## config.mk

```make
export PLATFORM = sky130hd
export DESIGN_NAME = zero_one_range_encoder
export DESIGN_NICKNAME = d
export VERILOG_FILES = /design/src/rtl/core/zor_pkg.sv /design/src/rtl/core/zero_one_range_encoder.sv /design/src/rtl/core/zor_front.sv /design/src/rtl/core/zor_back.sv
export SDC_FILE = /design/constraint.sdc
export NUM_CORES = 1
export LEC_CHECK = 0
export CAP_MARGIN = 40
export CORE_MARGIN = 2
export CORE_UTILIZATION = 58
export DETAILED_ROUTE_END_ITERATION = 16
export DONT_BUFFER_PORTS = 1
export PLACE_DENSITY = 0.76
export SYNTH_ARGS = -nofsm -noshare
export SYNTH_HDL_FRONTEND = slang
export SYNTH_SLANG_ARGS = --single-unit
export TNS_END_PERCENT = 50
```

## constraint.sdc

```tcl
create_clock -name clk -period 12.61 [get_ports clk]
set_clock_uncertainty 0.15 [all_clocks]
set_input_delay 1.261 -clock clk [delete_from_list [all_inputs] [get_ports clk]]
set_output_delay 1.261 -clock clk [all_outputs]
set_load 0.01 [all_outputs]
```

## src/rtl/core/zor_pkg.sv

```systemverilog
// Shared types and constants of the zero/one range encoder.
// No dependencies; used by every module of the block.
package zor_pkg;

  localparam int VALUE_BITS  = 31;
  localparam int MAX_RESULTS = 32;
  localparam int POS_W       = 6;
  localparam int CNT_W       = $clog2(MAX_RESULTS);
  localparam int MODE_W      = 2;
  localparam int QUEUE_DEPTH = 2;

  localparam logic [MODE_W-1:0] MODE_ZERO = MODE_W'(0);
  localparam logic [MODE_W-1:0] MODE_ONE  = MODE_W'(1);

  typedef enum logic [1:0] {
    OP_ZERO,
    OP_ONE,
    OP_CMP
  } op_t;

  typedef struct packed {
    logic [MODE_W-1:0]     mode;
    logic [VALUE_BITS-1:0] value_a;
    logic [VALUE_BITS-1:0] value_b;
  } in_item_t;

  typedef struct packed {
    logic [VALUE_BITS-1:0] element;
    logic                  is_last;
    logic                  is_empty;
    logic                  matched;
    logic [POS_W-1:0]      zero_position;
    logic [POS_W-1:0]      one_position;
  } out_item_t;

  typedef struct packed {
    op_t                   op;
    logic [VALUE_BITS-1:0] val_a;
    logic [VALUE_BITS-1:0] val_b;
    logic                  is_empty;
  } job_t;

endpackage

```

## src/rtl/core/zero_one_range_encoder.sv

```systemverilog
// Zero/one range encoder top level: front classifier, job queue, back walker.
// Depends on zor_pkg, zor_front and zor_back.
//
// Items enter through a two-deep job queue, and results leave through a
// one-beat output register that refills in the cycle it is popped. Encode
// items (mode 0 and 1) give their set elements smallest first, at most one
// per cycle, with is_last on the final one; an empty set gives one beat with
// is_empty set. Compare items give exactly one beat. The back end walks
// each value one bit per cycle, stalling only while a result waits for
// the output register: after taking the item it shifts out the leading
// zeros in S_NORM, then steps through the remaining bits in S_WALK. A
// compare item ends when the two values differ in a bit or when the
// shorter value has run out.
module zero_one_range_encoder (
  input  logic               clk,
  input  logic               rst_n,
  input  logic               in_push,
  output logic               in_full,
  input  zor_pkg::in_item_t  in_data,
  output logic               out_empty,
  input  logic               out_pop,
  output zor_pkg::out_item_t out_data
);

  logic          job_valid;
  logic          job_take;
  zor_pkg::job_t job;

  zor_front u_front (
    .clk       (clk),
    .rst_n     (rst_n),
    .in_push   (in_push),
    .in_full   (in_full),
    .in_data   (in_data),
    .job_valid (job_valid),
    .job       (job),
    .job_take  (job_take)
  );

  zor_back u_back (
    .clk       (clk),
    .rst_n     (rst_n),
    .job_valid (job_valid),
    .job       (job),
    .job_take  (job_take),
    .out_empty (out_empty),
    .out_pop   (out_pop),
    .out_data  (out_data)
  );

endmodule

```

## src/rtl/core/zor_front.sv

```systemverilog
// Front end of the zero/one range encoder: classifies input beats into jobs.
// Holds the short job queue toward the back end. Depends on zor_pkg.
module zor_front (
  input  logic             clk,
  input  logic             rst_n,
  input  logic             in_push,
  output logic             in_full,
  input  zor_pkg::in_item_t in_data,
  output logic             job_valid,
  output zor_pkg::job_t    job,
  input  logic             job_take
);

  localparam int W     = zor_pkg::VALUE_BITS;
  localparam int QD    = zor_pkg::QUEUE_DEPTH;
  localparam int PTR_W = $clog2(QD);
  localparam int QC_W  = $clog2(QD + 1);

  logic [W-1:0]       a_inc;
  logic [W-1:0]       b_inc;
  logic               zero_none;
  zor_pkg::job_t      job_in;
  zor_pkg::job_t      q_r [QD];
  logic [PTR_W-1:0]   wr_ptr_r, wr_ptr_nxt;
  logic [PTR_W-1:0]   rd_ptr_r, rd_ptr_nxt;
  logic [QC_W-1:0]    cnt_r, cnt_nxt;
  logic               push_ok;
  logic               take_ok;

  assign a_inc     = in_data.value_a + W'(1);
  assign b_inc     = in_data.value_b + W'(1);
  assign zero_none = ~|(in_data.value_a & a_inc);

  always_comb begin
    job_in.val_a = in_data.value_a;
    job_in.val_b = b_inc;
    case (in_data.mode)
      zor_pkg::MODE_ZERO: begin
        job_in.op       = zor_pkg::OP_ZERO;
        job_in.is_empty = zero_none;
      end
      zor_pkg::MODE_ONE: begin
        job_in.op       = zor_pkg::OP_ONE;
        job_in.val_a    = a_inc;
        job_in.is_empty = ~|a_inc;
      end
      default: begin
        job_in.op       = zor_pkg::OP_CMP;
        job_in.is_empty = zero_none | ~|b_inc;
      end
    endcase
  end

  assign in_full   = (cnt_r == QC_W'(QD));
  assign job_valid = (cnt_r != '0);
  assign job       = q_r[rd_ptr_r];
  assign push_ok   = in_push & ~in_full;
  assign take_ok   = job_take & job_valid;

  always_comb begin
    wr_ptr_nxt = wr_ptr_r;
    rd_ptr_nxt = rd_ptr_r;
    cnt_nxt    = cnt_r;
    if (push_ok) begin
      wr_ptr_nxt = (wr_ptr_r == PTR_W'(QD - 1)) ? '0 : wr_ptr_r + PTR_W'(1);
    end
    if (take_ok) begin
      rd_ptr_nxt = (rd_ptr_r == PTR_W'(QD - 1)) ? '0 : rd_ptr_r + PTR_W'(1);
    end
    if (push_ok && !take_ok) begin
      cnt_nxt = cnt_r + QC_W'(1);
    end else if (take_ok && !push_ok) begin
      cnt_nxt = cnt_r - QC_W'(1);
    end
  end

  always_ff @(posedge clk) begin
    if (!rst_n) begin
      wr_ptr_r <= '0;
      rd_ptr_r <= '0;
      cnt_r    <= '0;
    end else begin
      wr_ptr_r <= wr_ptr_nxt;
      rd_ptr_r <= rd_ptr_nxt;
      cnt_r    <= cnt_nxt;
    end
    if (push_ok) begin
      q_r[wr_ptr_r] <= job_in;
    end
  end

endmodule

```

## src/rtl/core/zor_back.sv

```systemverilog
// Back end of the zero/one range encoder: bit-serial prefix walk per job.
// Drives the result register. Depends on zor_pkg.
module zor_back (
  input  logic               clk,
  input  logic               rst_n,
  input  logic               job_valid,
  input  zor_pkg::job_t      job,
  output logic               job_take,
  output logic               out_empty,
  input  logic               out_pop,
  output zor_pkg::out_item_t out_data
);

  localparam int W     = zor_pkg::VALUE_BITS;
  localparam int POS_W = zor_pkg::POS_W;
  localparam int CNT_W = zor_pkg::CNT_W;

  typedef enum logic [1:0] {
    S_IDLE,
    S_NORM,
    S_WALK
  } state_t;

  state_t             state_r, state_nxt;
  zor_pkg::op_t       op_r, op_nxt;
  logic [W-1:0]       sa_r, sa_nxt;
  logic [W-1:0]       sb_r, sb_nxt;
  logic [W-1:0]       ma_r, ma_nxt;
  logic [W-1:0]       mb_r, mb_nxt;
  logic [W-1:0]       pre_r, pre_nxt;
  logic [POS_W-1:0]   zc_r, zc_nxt;
  logic [POS_W-1:0]   oc_r, oc_nxt;
  logic [CNT_W-1:0]   ec_r, ec_nxt;
  zor_pkg::out_item_t out_r, out_nxt;
  logic               out_v_r, out_v_nxt;

  zor_pkg::out_item_t res;
  logic               emit;
  logic               slot_free;
  logic               ta, tb;
  logic               rest_zero, rest_one;
  logic               cap;
  logic               hit;
  logic               last;
  logic [W-1:0]       elem;

  always_comb begin
    state_nxt = state_r;
    op_nxt    = op_r;
    sa_nxt    = sa_r;
    sb_nxt    = sb_r;
    ma_nxt    = ma_r;
    mb_nxt    = mb_r;
    pre_nxt   = pre_r;
    zc_nxt    = zc_r;
    oc_nxt    = oc_r;
    ec_nxt    = ec_r;
    job_take  = 1'b0;
    emit      = 1'b0;
    res       = '0;
    hit       = 1'b0;
    last      = 1'b0;
    slot_free = !out_v_r || out_pop;
    ta        = sa_r[W-1];
    tb        = sb_r[W-1];
    rest_zero = |(~sa_r[W-2:0] & ma_r[W-2:0]);
    rest_one  = |sa_r[W-2:0];
    cap       = (ec_r == CNT_W'(zor_pkg::MAX_RESULTS - 1));
    elem      = {pre_r[W-2:0], 1'b1};

    case (state_r)
      S_IDLE: begin
        if (job_valid) begin
          if (job.is_empty) begin
            if (slot_free) begin
              job_take     = 1'b1;
              emit         = 1'b1;
              res.is_last  = 1'b1;
              res.is_empty = 1'b1;
            end
          end else begin
            job_take  = 1'b1;
            op_nxt    = job.op;
            sa_nxt    = job.val_a;
            sb_nxt    = (job.op == zor_pkg::OP_CMP) ? job.val_b : '1;
            ma_nxt    = '1;
            mb_nxt    = '1;
            pre_nxt   = '0;
            zc_nxt    = '0;
            oc_nxt    = '0;
            ec_nxt    = '0;
            state_nxt = S_NORM;
          end
        end
      end
      S_NORM: begin
        if (!ta) begin
          sa_nxt = {sa_r[W-2:0], 1'b0};
          ma_nxt = {ma_r[W-2:0], 1'b0};
        end
        if (!tb) begin
          sb_nxt = {sb_r[W-2:0], 1'b0};
          mb_nxt = {mb_r[W-2:0], 1'b0};
        end
        if (ta && tb) begin
          state_nxt = S_WALK;
        end
      end
      S_WALK: begin
        case (op_r)
          zor_pkg::OP_ZERO, zor_pkg::OP_ONE: begin
            hit  = (op_r == zor_pkg::OP_ONE) ? ta : !ta;
            last = cap || ((op_r == zor_pkg::OP_ONE) ? !rest_one : !rest_zero);
            if (!hit || slot_free) begin
              sa_nxt  = {sa_r[W-2:0], 1'b0};
              ma_nxt  = {ma_r[W-2:0], 1'b0};
              pre_nxt = {pre_r[W-2:0], ta};
              if (hit) begin
                emit        = 1'b1;
                res.element = elem;
                res.is_last = last;
                ec_nxt      = ec_r + CNT_W'(1);
                if (last) begin
                  state_nxt = S_IDLE;
                end
              end
            end
          end
          default: begin
            if (!ma_r[W-1] || !mb_r[W-1]) begin
              if (slot_free) begin
                emit        = 1'b1;
                res.is_last = 1'b1;
                state_nxt   = S_IDLE;
              end
            end else if (!ta && tb) begin
              if (slot_free) begin
                emit              = 1'b1;
                res.element       = elem;
                res.is_last       = 1'b1;
                res.matched       = 1'b1;
                res.zero_position = zc_r + POS_W'(1);
                res.one_position  = oc_r + POS_W'(1);
                state_nxt         = S_IDLE;
              end
            end else if (ta != tb) begin
              if (slot_free) begin
                emit        = 1'b1;
                res.is_last = 1'b1;
                state_nxt   = S_IDLE;
              end
            end else begin
              sa_nxt  = {sa_r[W-2:0], 1'b0};
              sb_nxt  = {sb_r[W-2:0], 1'b0};
              ma_nxt  = {ma_r[W-2:0], 1'b0};
              mb_nxt  = {mb_r[W-2:0], 1'b0};
              pre_nxt = {pre_r[W-2:0], ta};
              zc_nxt  = zc_r + {{(POS_W - 1){1'b0}}, ~ta};
              oc_nxt  = oc_r + {{(POS_W - 1){1'b0}}, tb};
            end
          end
        endcase
      end
      default: begin
        state_nxt = S_IDLE;
      end
    endcase

    out_nxt   = out_r;
    out_v_nxt = out_v_r;
    if (emit) begin
      out_nxt   = res;
      out_v_nxt = 1'b1;
    end else if (out_pop) begin
      out_v_nxt = 1'b0;
    end
  end

  always_ff @(posedge clk) begin
    if (!rst_n) begin
      state_r <= S_IDLE;
      out_v_r <= 1'b0;
    end else begin
      state_r <= state_nxt;
      out_v_r <= out_v_nxt;
    end
    op_r  <= op_nxt;
    sa_r  <= sa_nxt;
    sb_r  <= sb_nxt;
    ma_r  <= ma_nxt;
    mb_r  <= mb_nxt;
    pre_r <= pre_nxt;
    zc_r  <= zc_nxt;
    oc_r  <= oc_nxt;
    ec_r  <= ec_nxt;
    out_r <= out_nxt;
  end

  assign out_empty = !out_v_r;
  assign out_data  = out_r;

endmodule

```

# Word level (Yosys, flattened, before mapping)
# Memories as Yosys holds them, arrays and structs flattened. A register that Yosys moved wholly into a read port is not among the register bits.
# Index checks and enable logic that the tools add are counted.
# totals
reg_bits	226
ramBits	130
inputBits	68
output_inout_bits	48
elab_cells	231
memories	1
# op_classes
add_sub_neg	11
n_eq_ne	27
n_mux	112
n_bitwise	12
reduce_logical	46
# mem_list
name	words	word_bits	read_ports	rd_ports_with_merged_regs	wr	line	source
u_front.q_r	2	65	1	1	1	zor_front.sv:23	zor_pkg::job_t q_r [QD];
# ops
operator	n
$mux W31	32
$pmux W31 S3	4
$mux W30	7
$mux W32	4
$reduce_or A31 Y1	3
$add A31 B1 Y31 const B	2
$mux W6	10
$pmux W30 S2	1
$reduce_or A30 Y1	2
$reduce_and A7 Y1	5
$mux W2	16
$and A31 B31 Y31	1
$and A30 B30 Y30	1
$not A30 Y30	1
$mux W5	5
$mux W1	24
$pmux W6 S2	2
$ne A2 B2 Y1 const B	9
$reduce_and A8 Y1	2
$mux W13	1
$add A6 B1 Y6	2
$add A6 B1 Y6 const B	2
$logic_not A1 Y1	12
$pmux W5 S2	1
28 further kinds	59

# Depth between registers and ports, before layout
# Gate-level depths: netlist of run 1.
# logic_depth
depth_word	11
ltp_mapped	17
ltp_nobuf	17

# Modules after synthesis
# Synthesis of run 1 repeated with hierarchy kept, for this count alone.
# hier_totals
cells_unflattened	1253
hier_area_um2	16370.7
# modules_own_cells
mod	n_inst	cells_per_inst	area_each_um2	seq_area_each_um2
zor_back	1	704	9345.2	6636.4
zor_front	1	549	7025.5	4003.8

# Least setup slack after synthesis of run 1
# OpenSTA, ideal clock, no wires.
# synth_timing
path_type	input port to flip-flop
startpoint	input out_pop
endpoint	register u_back.ma_r[0] (enable)
setup_time_ps	805
arrival_time_ps	10998
required_ps	11655
setup_slack_ps	657
cell_stages	4
path_buffers	0
cell_sequence	nor2_1 a21oi_1 nor2_1 a2111oi_0
# synth_between
elab_chain_len	4
# synth_rtl
item	line	source
from (decl)	zero_one_range_encoder.sv:21	input logic out_pop,
$logic_or A1 B1 Y1	zor_back.sv:63	slot_free = !out_v_r || out_pop;
$logic_or A1 B1 Y1	zor_back.sv:114	if (!hit || slot_free) begin
$ne A3 B2 Y1 (no source line)	--	
$reduce_and A8 Y1 (no source line)	--	
to (signal assigned)	zor_back.sv:190	ma_r <= ma_nxt;
to (decl)	zor_back.sv:28	logic [W-1:0] ma_r, ma_nxt;
# Every way passes these cells.
# A chain may end at the register's enable or synchronous reset.

==> summary.txt, run 1 <==
Synth
  • Number of unique standard cell types used by synthesis: 67
  • Average footprint of a synthesized cell: 13.1 um^2
  • Synthesized netlist cell count: between 1000 and 1500
  • Yosys warnings: 0
  • Total standard cell area after synthesis: about 0.016 mm^2
  • Number of nets in the synthesized netlist: between 1000 and 1500
  • Share of the yosys chip area belonging to registers: between 60% and 70%
  • Synth Flop Type: sky130_fd_sc_hd__edfxtp_1
  • Most area-consuming cells after synthesis: sky130_fd_sc_hd__edfxtp_1 (65%), sky130_fd_sc_hd__mux2i_1 (3.8%), sky130_fd_sc_hd__ha_1 (3.7%)
  • Flop and latch count out of synthesis: roughly 360
  • Share of Yosys cell area claimed by the top area cell type: ~65%
  • Async S/R FF share, synth: 0%
  • Post-synth EDFFs: ~350
  • Yosys top cell by area: sky130_fd_sc_hd__edfxtp_1

GRT
  • Pin count of the biggest net entering global routing: 62
  • Number of antenna violations at the first check in global routing: 0
  • Global-route wire length before repair: around 47000 um
  • Vias in the first global route: ~9300
  • GRT Total Usage: roughly 20%
  • Gr ovfl total: 0

Cells and area
  • Layout overhead on the synthesized area: 10.1%
  • Finished Cell Area: 0.0178 mm^2
  • Final net count: approximately 1300
  • Util after Layout: between 60% and 70%
  • Most used cells in the layout excluding fill and tap cells: sky130_fd_sc_hd__edfxtp_1 (349), sky130_fd_sc_hd__nand2_1 (115), sky130_fd_sc_hd__o21ai_0 (74)
  • Number of diodes added for antenna fixing: 0
  • Most common cell after layout, fill and taps aside: sky130_fd_sc_hd__edfxtp_1
  • Non-filler cells in the finished layout: between 1500 and 2000
  • Fraction of final layout cells with drive strength greater than 1: approximately 8.0%

Setup path
  • Source of the critical timing path: in_data[31]
  • Arrival time of the worst setup path: ~4800 ps
  • Required time at the worst-slack endpoint: 12770 ps
  • Origin of the critical flop-to-flop path: u_back.state_r[0]
  • Critical path endpoint: u_front.q_r[0][0]
  • Critical path type: in2reg
  • Worst flop-to-flop path endpoint: u_back.sa_r[22]
  • Kind of end point of the critical path: flop
  • Type of element launching the critical path: input port
  • R2R cell count: 6
  • Setup slack of the most critical reg-to-reg path: about 9400 ps
  • Maximum fanout along the worst path: 4

Clock network
  • Post-CTS Setup Bufs: 0
  • Largest buffer count on any clock path: 3
  • Clock-pin slew on the worst setup and hold paths: roughly 60 ps
  • Total CTS buffers: 36
  • Clock insertion delay at the later pin of the skew report: 510 ps
  • TritonCTS clock tree: yes
  • Post-CTS Resized: 0
  • Maximum level of the CTS H-tree: 2
  • Total clock sinks: ~360
  • Buffer cell driving the clock tree root: sky130_fd_sc_hd__clkbuf_16
  • Post-CTS Hold Fix Bufs: 0

STA
  • Setup_tns: 0 ps
  • Pin slew with the least headroom to its limit: 903 ps
  • Final count of hold timing violations: 0
  • Worst hold margin: 348 ps
  • Slew headroom: between 30% and 40%
  • Slew Viols, Final: 0
  • Final clock period utilization by the worst path: 36.4%
  • Final setup slack of the worst path: 8020 ps
  • Setup repair after global routing missed its margin: false
  • Highest Clock Rate: roughly 220 MHz
  • Final setup violation count: 0
  • Shortest clock period the worst path allows after layout: approximately 4600 ps

Placed design
  • Cells after DPL: between 1500 and 2000
  • Global placer's final weighted congestion: around 0.87
  • Placed standard-cell area: ~0.017 mm^2
  • DP Worst Slack: ~7600 ps
  • HPWL after detailed placement: just under 20000 um
  • I/O Buffers: 0

Die
  • Core region area: roughly 0.028 mm^2
  • Vertical die dimension: ~170 um
  • Die boundary width: 171 um
  • Starting density of the core: between 50% and 60%
  • Boundary Pins: 116
  • Site row count: just over 60
  • Floorplan die area: approximately 0.029 mm^2

Pwr
  • Total power: ~4 mW
  • Net load switching power: roughly 1.2 mW
  • Part of the power in registers: roughly half
  • Internal Power: about 2.8 mW
  • Worst VDD drop: 0.135 mV
  • Power per standard cell area: 222 mW/mm^2
  • Switching part of the total power: 30.5%
  • Leak Pwr: approximately 6.0 nW
  • Portion of total power attributed to combinational logic: between 20% and 30%
  • Clock group share of total power: 26.6%

Routing
  • Number of optimization iterations in the first detailed-route pass: 5
  • Final wirelength: between 20000 and 30000 um
  • Post-DR vias/cell: 5.78
  • Post-detailed-route count of antenna-violating nets: 0
  • Initial DRC Count: ~860
  • Routed vias: about 9400
  • Average routed wire per standard cell: ~18 um
  • Number of DRC violations after detailed routing: 0

Status
  • Status: complete, no violations

Hold path
  • Path type of the worst min-delay path: reg2reg
  • Worst hold path depth: 1

Run
  • Max-Cap Viols: 0
[synthesized netlist by cell type (3+ instances only)]
master	count
sky130_fd_sc_hd__a211oi_1	3
sky130_fd_sc_hd__a21o_1	30
sky130_fd_sc_hd__a21oi_1	43
sky130_fd_sc_hd__and2_1	70
sky130_fd_sc_hd__and3_1	15
sky130_fd_sc_hd__and4_1	7
sky130_fd_sc_hd__and4_4	4
sky130_fd_sc_hd__buf_1	12
sky130_fd_sc_hd__buf_2	3
sky130_fd_sc_hd__buf_6	3
sky130_fd_sc_hd__clkbuf_1	41
sky130_fd_sc_hd__dfxtp_1	8
sky130_fd_sc_hd__edfxtp_1	349
sky130_fd_sc_hd__ha_1	48
sky130_fd_sc_hd__inv_1	44
sky130_fd_sc_hd__mux2_2	3
sky130_fd_sc_hd__mux2i_1	61
sky130_fd_sc_hd__nand2_1	115
sky130_fd_sc_hd__nand2b_1	54
sky130_fd_sc_hd__nand3_1	32
sky130_fd_sc_hd__nand4_1	23
sky130_fd_sc_hd__nor2_1	48
sky130_fd_sc_hd__nor2b_1	4
sky130_fd_sc_hd__nor3_1	9
sky130_fd_sc_hd__nor4_1	20
sky130_fd_sc_hd__o2111ai_1	3
sky130_fd_sc_hd__o21ai_0	74
sky130_fd_sc_hd__o22ai_1	8
sky130_fd_sc_hd__or3_1	5
sky130_fd_sc_hd__xnor2_1	22
sky130_fd_sc_hd__xor2_1	27
[kinds of logic (layout without fill, tap and decap cells)]
logic type	after synthesis	in the layout	share of synthesized area, %
AOI/OAI and AO/OA	182	182	6.70
xor gates and xnor gates	51	51	2.85
adders and majority gates	48	48	3.71
buffers and inverters	103	125	2.55
DFF	357	357	65.7
muxes	64	64	3.98
and+or+nand+nor	429	429	14.5
[layer usage]
| layer | share of wire [%] | up-vias | global-route usage, % |
|---|---|---|---|
| li1 | - | 4522 | - |
| met1 | 45 | 4552 | 29.3 |
| met2 | 47 | 312 | 32.2 |
| met3 | 6.0 | 54 | 3.82 |
| met4 | 2.2 | 0 | 6.23 |
| met5 | 0 | - | 0 |
[power groups by stage]
stage / Clock (mW) / Combinational, mW / Sequential, mW
after floorplan: 0 / 0.652 / 2.05
after global placement: 0 / 0.829 / 2.06
after detailed placement: 0 / 0.865 / 2.07
after CTS: 1.08 / 0.870 / 2.05
after global routing: 1.12 / 0.966 / 2.09
final: 1.05 / 0.860 / 2.05
[how the worst min path moves through the flow]
stage                     startpoint               end  slack [ps]
floorplan           u_front.rd_ptr_r              flop         320
global placement    u_front.rd_ptr_r  u_front.rd_ptr_r         330
detailed placement   u_back.mb_r[21]   u_back.mb_r[22]         330
global route          u_back.mb_r[0]    u_back.mb_r[1]         360
CTS                  u_back.mb_r[21]   u_back.mb_r[22]         350
finish               u_back.mb_r[21]   u_back.mb_r[22]         350
[final cells by class]
type | instances | area (um^2)
inverter | 44 | 165
fill | 2040 | 9790
tap | 378 | 473
multi-input combinational | 774 | 5210
clock inverter | 21 | 216
timing repair buffer | 16 | 158
sequential | 357 | 10600
clock buffer | 44 | 973
[state kept, by name, summed over array words and instances, names as in the netlist, named ones only]
| signal | cells |
|---|---|
| u_back.out_v_r | 1 |
| u_back.sb_r | 31 |
| u_back.sa_r | 31 |
| u_front.q_r | 130 |
| u_back.state_r | 2 |
| u_front.rd_ptr_r | 1 |
| u_back.ma_r | 31 |
| u_back.zc_r | 6 |
| u_back.out_data | 46 |
| u_front.wr_ptr_r | 1 |
| u_back.mb_r | 31 |
| u_back.oc_r | 6 |
| u_back.op_r | 2 |
| u_back.ec_r | 5 |
| u_front.cnt_r | 2 |
| u_back.pre_r | 30 |
[worst max-delay path, cell delays in order]
cell	delay (ps)
sky130_fd_sc_hd__ha_1	170
sky130_fd_sc_hd__and3_1	170
sky130_fd_sc_hd__and3_1	230
sky130_fd_sc_hd__inv_1	90
sky130_fd_sc_hd__nor2_1	140
sky130_fd_sc_hd__and3_1	240
sky130_fd_sc_hd__nand3_1	120
sky130_fd_sc_hd__or2_1	220
sky130_fd_sc_hd__ha_1	180
sky130_fd_sc_hd__nor4_1	360
sky130_fd_sc_hd__nand4_1	240
sky130_fd_sc_hd__nor3_1	310
sky130_fd_sc_hd__nor2_2	50
sky130_fd_sc_hd__or4b_1	450
sky130_fd_sc_hd__nand4bb_1	210
sky130_fd_sc_hd__o31ai_1	320
Power figures use the tool's default switching activity.
==> inputs of run 2 (changes only) <==
CORE_UTILIZATION = 60   (was 58)
clock period = 4.4 ns   (was 12.61 ns; I/O delays follow)
==> run 2 against run 1 <==
Effect of this change:
- utilization up 2.8 points
- non-clock buffer count up 14
- via count up 2.2%
- wire length up 1.9%
- sequential power rose to 2.8 times the previous value
- highest routed layer unchanged
- global-route usage up 0.37 points
- cell area up 0.90%
- first-iteration DRC count up 4.2%
- sequential cell count unchanged
- die area down 3.3%
- worst hold slack worse by 340 ps
- clock power rose to 3.0 times the previous value
==> summary.txt, run 2 (same netlist as run 1, synthesis figures left out) <==
Die
  • Boundary Pins: 116 (unchanged)
  • Site row count: 60 (-1.6%)
  • Core region area: 0.0267 mm^2 (-3.3%)
  • Die boundary width: 168 um (-1.6%)
  • Vertical die dimension: 168 um (-1.6%)
  • Floorplan die area: 0.0283 mm^2 (-3.3%)
  • Starting density of the core: 60.6% (+2.0 points)

Clock network
  • Buffer cell driving the clock tree root: sky130_fd_sc_hd__clkbuf_16
  • Largest buffer count on any clock path: 3 (unchanged)
  • Total clock sinks: 357 (unchanged)
  • Post-CTS Setup Bufs: 0 (unchanged)
  • TritonCTS clock tree: yes
  • Total CTS buffers: 37 (+2.8%)
  • Clock insertion delay at the later pin of the skew report: 510 ps (about the same)
  • Maximum level of the CTS H-tree: 2 (unchanged)
  • Clock-pin slew on the worst setup and hold paths: 60 ps (about the same)

Status
  • Status: complete, no violations

Cells and area
  • Layout overhead on the synthesized area: 11.1%
  • Number of diodes added for antenna fixing: 0 (unchanged)
  • Sequential cell area in the final layout: 0.0106 mm^2 (unchanged)
  • Final net count: 1360 (+1.1%)
  • Util after Layout: 67.3% (+2.8 points)
  • Area of the multi-input gates: 0.00522 mm^2 (+0.24%)
  • Most common cell after layout, fill and taps aside: sky130_fd_sc_hd__edfxtp_1
  • Final-layout fill cell count: 1859 (-8.9%)
  • Register bank with the most flops: u_front.q_r
  • Max FFs per register: 130 (unchanged)
  • Fraction of final layout cells with drive strength greater than 1: 8.43% (+0.39 points)
  • Most used cells in the layout excluding fill and tap cells: sky130_fd_sc_hd__edfxtp_1 (349), sky130_fd_sc_hd__nand2_1 (115), sky130_fd_sc_hd__o21ai_0 (74)

Pwr
  • Worst VDD drop: 0.403 mV (+200%)
  • Leak Pwr: 6.09 nW (+1.5%)
  • Total power: 11.5 mW (+190%)
  • Power per standard cell area: 640 mW/mm^2 (+190%)

GRT
  • GRT Total Usage: 20.9% (+0.37 points)
  • Gr ovfl total: 0 (unchanged)
  • Number of antenna violations at the first check in global routing: 0 (unchanged)
  • Global-route wire length before repair: 47600 um (+0.23%)
  • Vias in the first global route: 9188 (-0.75%)
  • Pin count of the biggest net entering global routing: 81 (+31%)

Setup path
  • Arrival time of the worst setup path: 4030 ps (-720 ps)
  • Maximum fanout along the worst path: 4 (unchanged)
  • Kind of end point of the critical path: flop
  • Required time at the worst-slack endpoint: 4550 ps (-8220 ps)
  • Type of element launching the critical path: input port
  • Critical path type: in2reg

STA
  • Slew Viols, Final: 0 (unchanged)
  • Final setup slack of the worst path: 527 ps (-7500 ps)
  • Slew headroom: 44.5% (+4.6 points)
  • Setup_tns: 0 ps (unchanged)
  • Highest Clock Rate: 258 MHz
  • Shortest clock period the worst path allows after layout: 3870 ps
  • Pin slew with the least headroom to its limit: 833 ps (-69.7 ps)
  • Final clock period utilization by the worst path: 88.0%
  • Final setup violation count: 0 (unchanged)
  • Final count of hold timing violations: 0 (unchanged)
  • Setup repair after global routing missed its margin: false

Placed design
  • Global placer's final weighted congestion: 0.872 (+0.44%)
  • DP Worst Slack: 76.5 ps (-7490 ps)
  • I/O Buffers: 0 (unchanged)
  • HPWL after detailed placement: 19300 um (-1.9%)

Routing
  • Initial DRC Count: 895 (+4.2%)
  • Final wirelength: 29800 um (+1.9%)
  • Number of DRC violations after detailed routing: 0 (unchanged)
  • Post-DR vias/cell: 5.99 (+3.7%)
  • Number of optimization iterations in the first detailed-route pass: 8 (+3)
  • Average routed wire per standard cell: 18.5 um (+3.4%)
  • Routed vias: 9646 (+2.2%)
  • Post-detailed-route count of antenna-violating nets: 0 (unchanged)

Hold path
  • Path type of the worst min-delay path: in2reg

Run
  • Max-Cap Viols: 0 (unchanged)
-- run 2: changes by cell type in the layout (fill, tap and decap cells not counted), moves of 2 or more --
cell	delta
sky130_fd_sc_hd__clkbuf_1	-3
sky130_fd_sc_hd__clkinv_1	-3
sky130_fd_sc_hd__clkinv_4	+2
sky130_fd_sc_hd__dlygate4sd3_1	+13
-- run 2: where the power goes --
part           internal [mW]  switching, mW
combinational          0.843           1.71
clock                   1.87           1.26
sequential              5.25          0.587
total                   7.96           3.56
-- run 2: repair_timing --
action | CTS | global route
hold buffers | 13 | 0
resized for setup | 0 | 0
endpoints found under the hold margin | 25 | 0
-- run 2: worst max-delay path: stages --
cell,delay (ps)
sky130_fd_sc_hd__ha_1,170
sky130_fd_sc_hd__and3_1,180
sky130_fd_sc_hd__and3_1,250
sky130_fd_sc_hd__inv_1,90
sky130_fd_sc_hd__nor2_1,140
sky130_fd_sc_hd__and3_1,250
sky130_fd_sc_hd__nand3_1,120
sky130_fd_sc_hd__or2_1,220
sky130_fd_sc_hd__ha_1,170
sky130_fd_sc_hd__nor4_1,330
sky130_fd_sc_hd__nand4_1,200
sky130_fd_sc_hd__nor3_1,380
sky130_fd_sc_hd__nor2_2,40
sky130_fd_sc_hd__or4b_1,470
sky130_fd_sc_hd__nand4bb_1,200
sky130_fd_sc_hd__o31ai_1,340
-- run 2: layer usage --
metal  vias up  track usage [%]  wire length [um]
met5         -                0                 0
met4         0             5.58               615
met3        53             3.67              1630
met2       337             32.3             13500
met1      4706             31.0             14000
li1       4550                -                 -
-- run 2: final timing paths --
check	start	end	slack (ps)	cells after the start
min reg2reg	u_back.mb_r[26]	u_back.mb_r[27]	350	1
max reg2reg	u_back.state_r[0]	u_back.out_data[39]	1360	5
min	in_data[39]	u_front.q_r[0][40]	10	2
max	in_data[31]	u_front.q_r[1][0]	530	16
-- run 2: final cells by class --
| class | count | share of cell area, % |
|---|---|---|
| clock buffers | 43 | 5.56 |
| clock inverters | 21 | 1.25 |
| inverters | 44 | 0.918 |
| well taps | 341 | 2.37 |
| multi-input cells | 774 | 29.0 |
| repair buffers | 30 | 1.75 |
| flip-flops and latches | 357 | 59.1 |
-- run 2: metrics by stage --
stage               instances  area (um^2)  hold WS [ps]
floorplan                1234        16200           322
global placement         1528        16500           333
detailed placement       1533        16600           340
CTS                      1610        18000        0.0104
global route             1610        18000          2.28
finish                   1610        18000          12.3
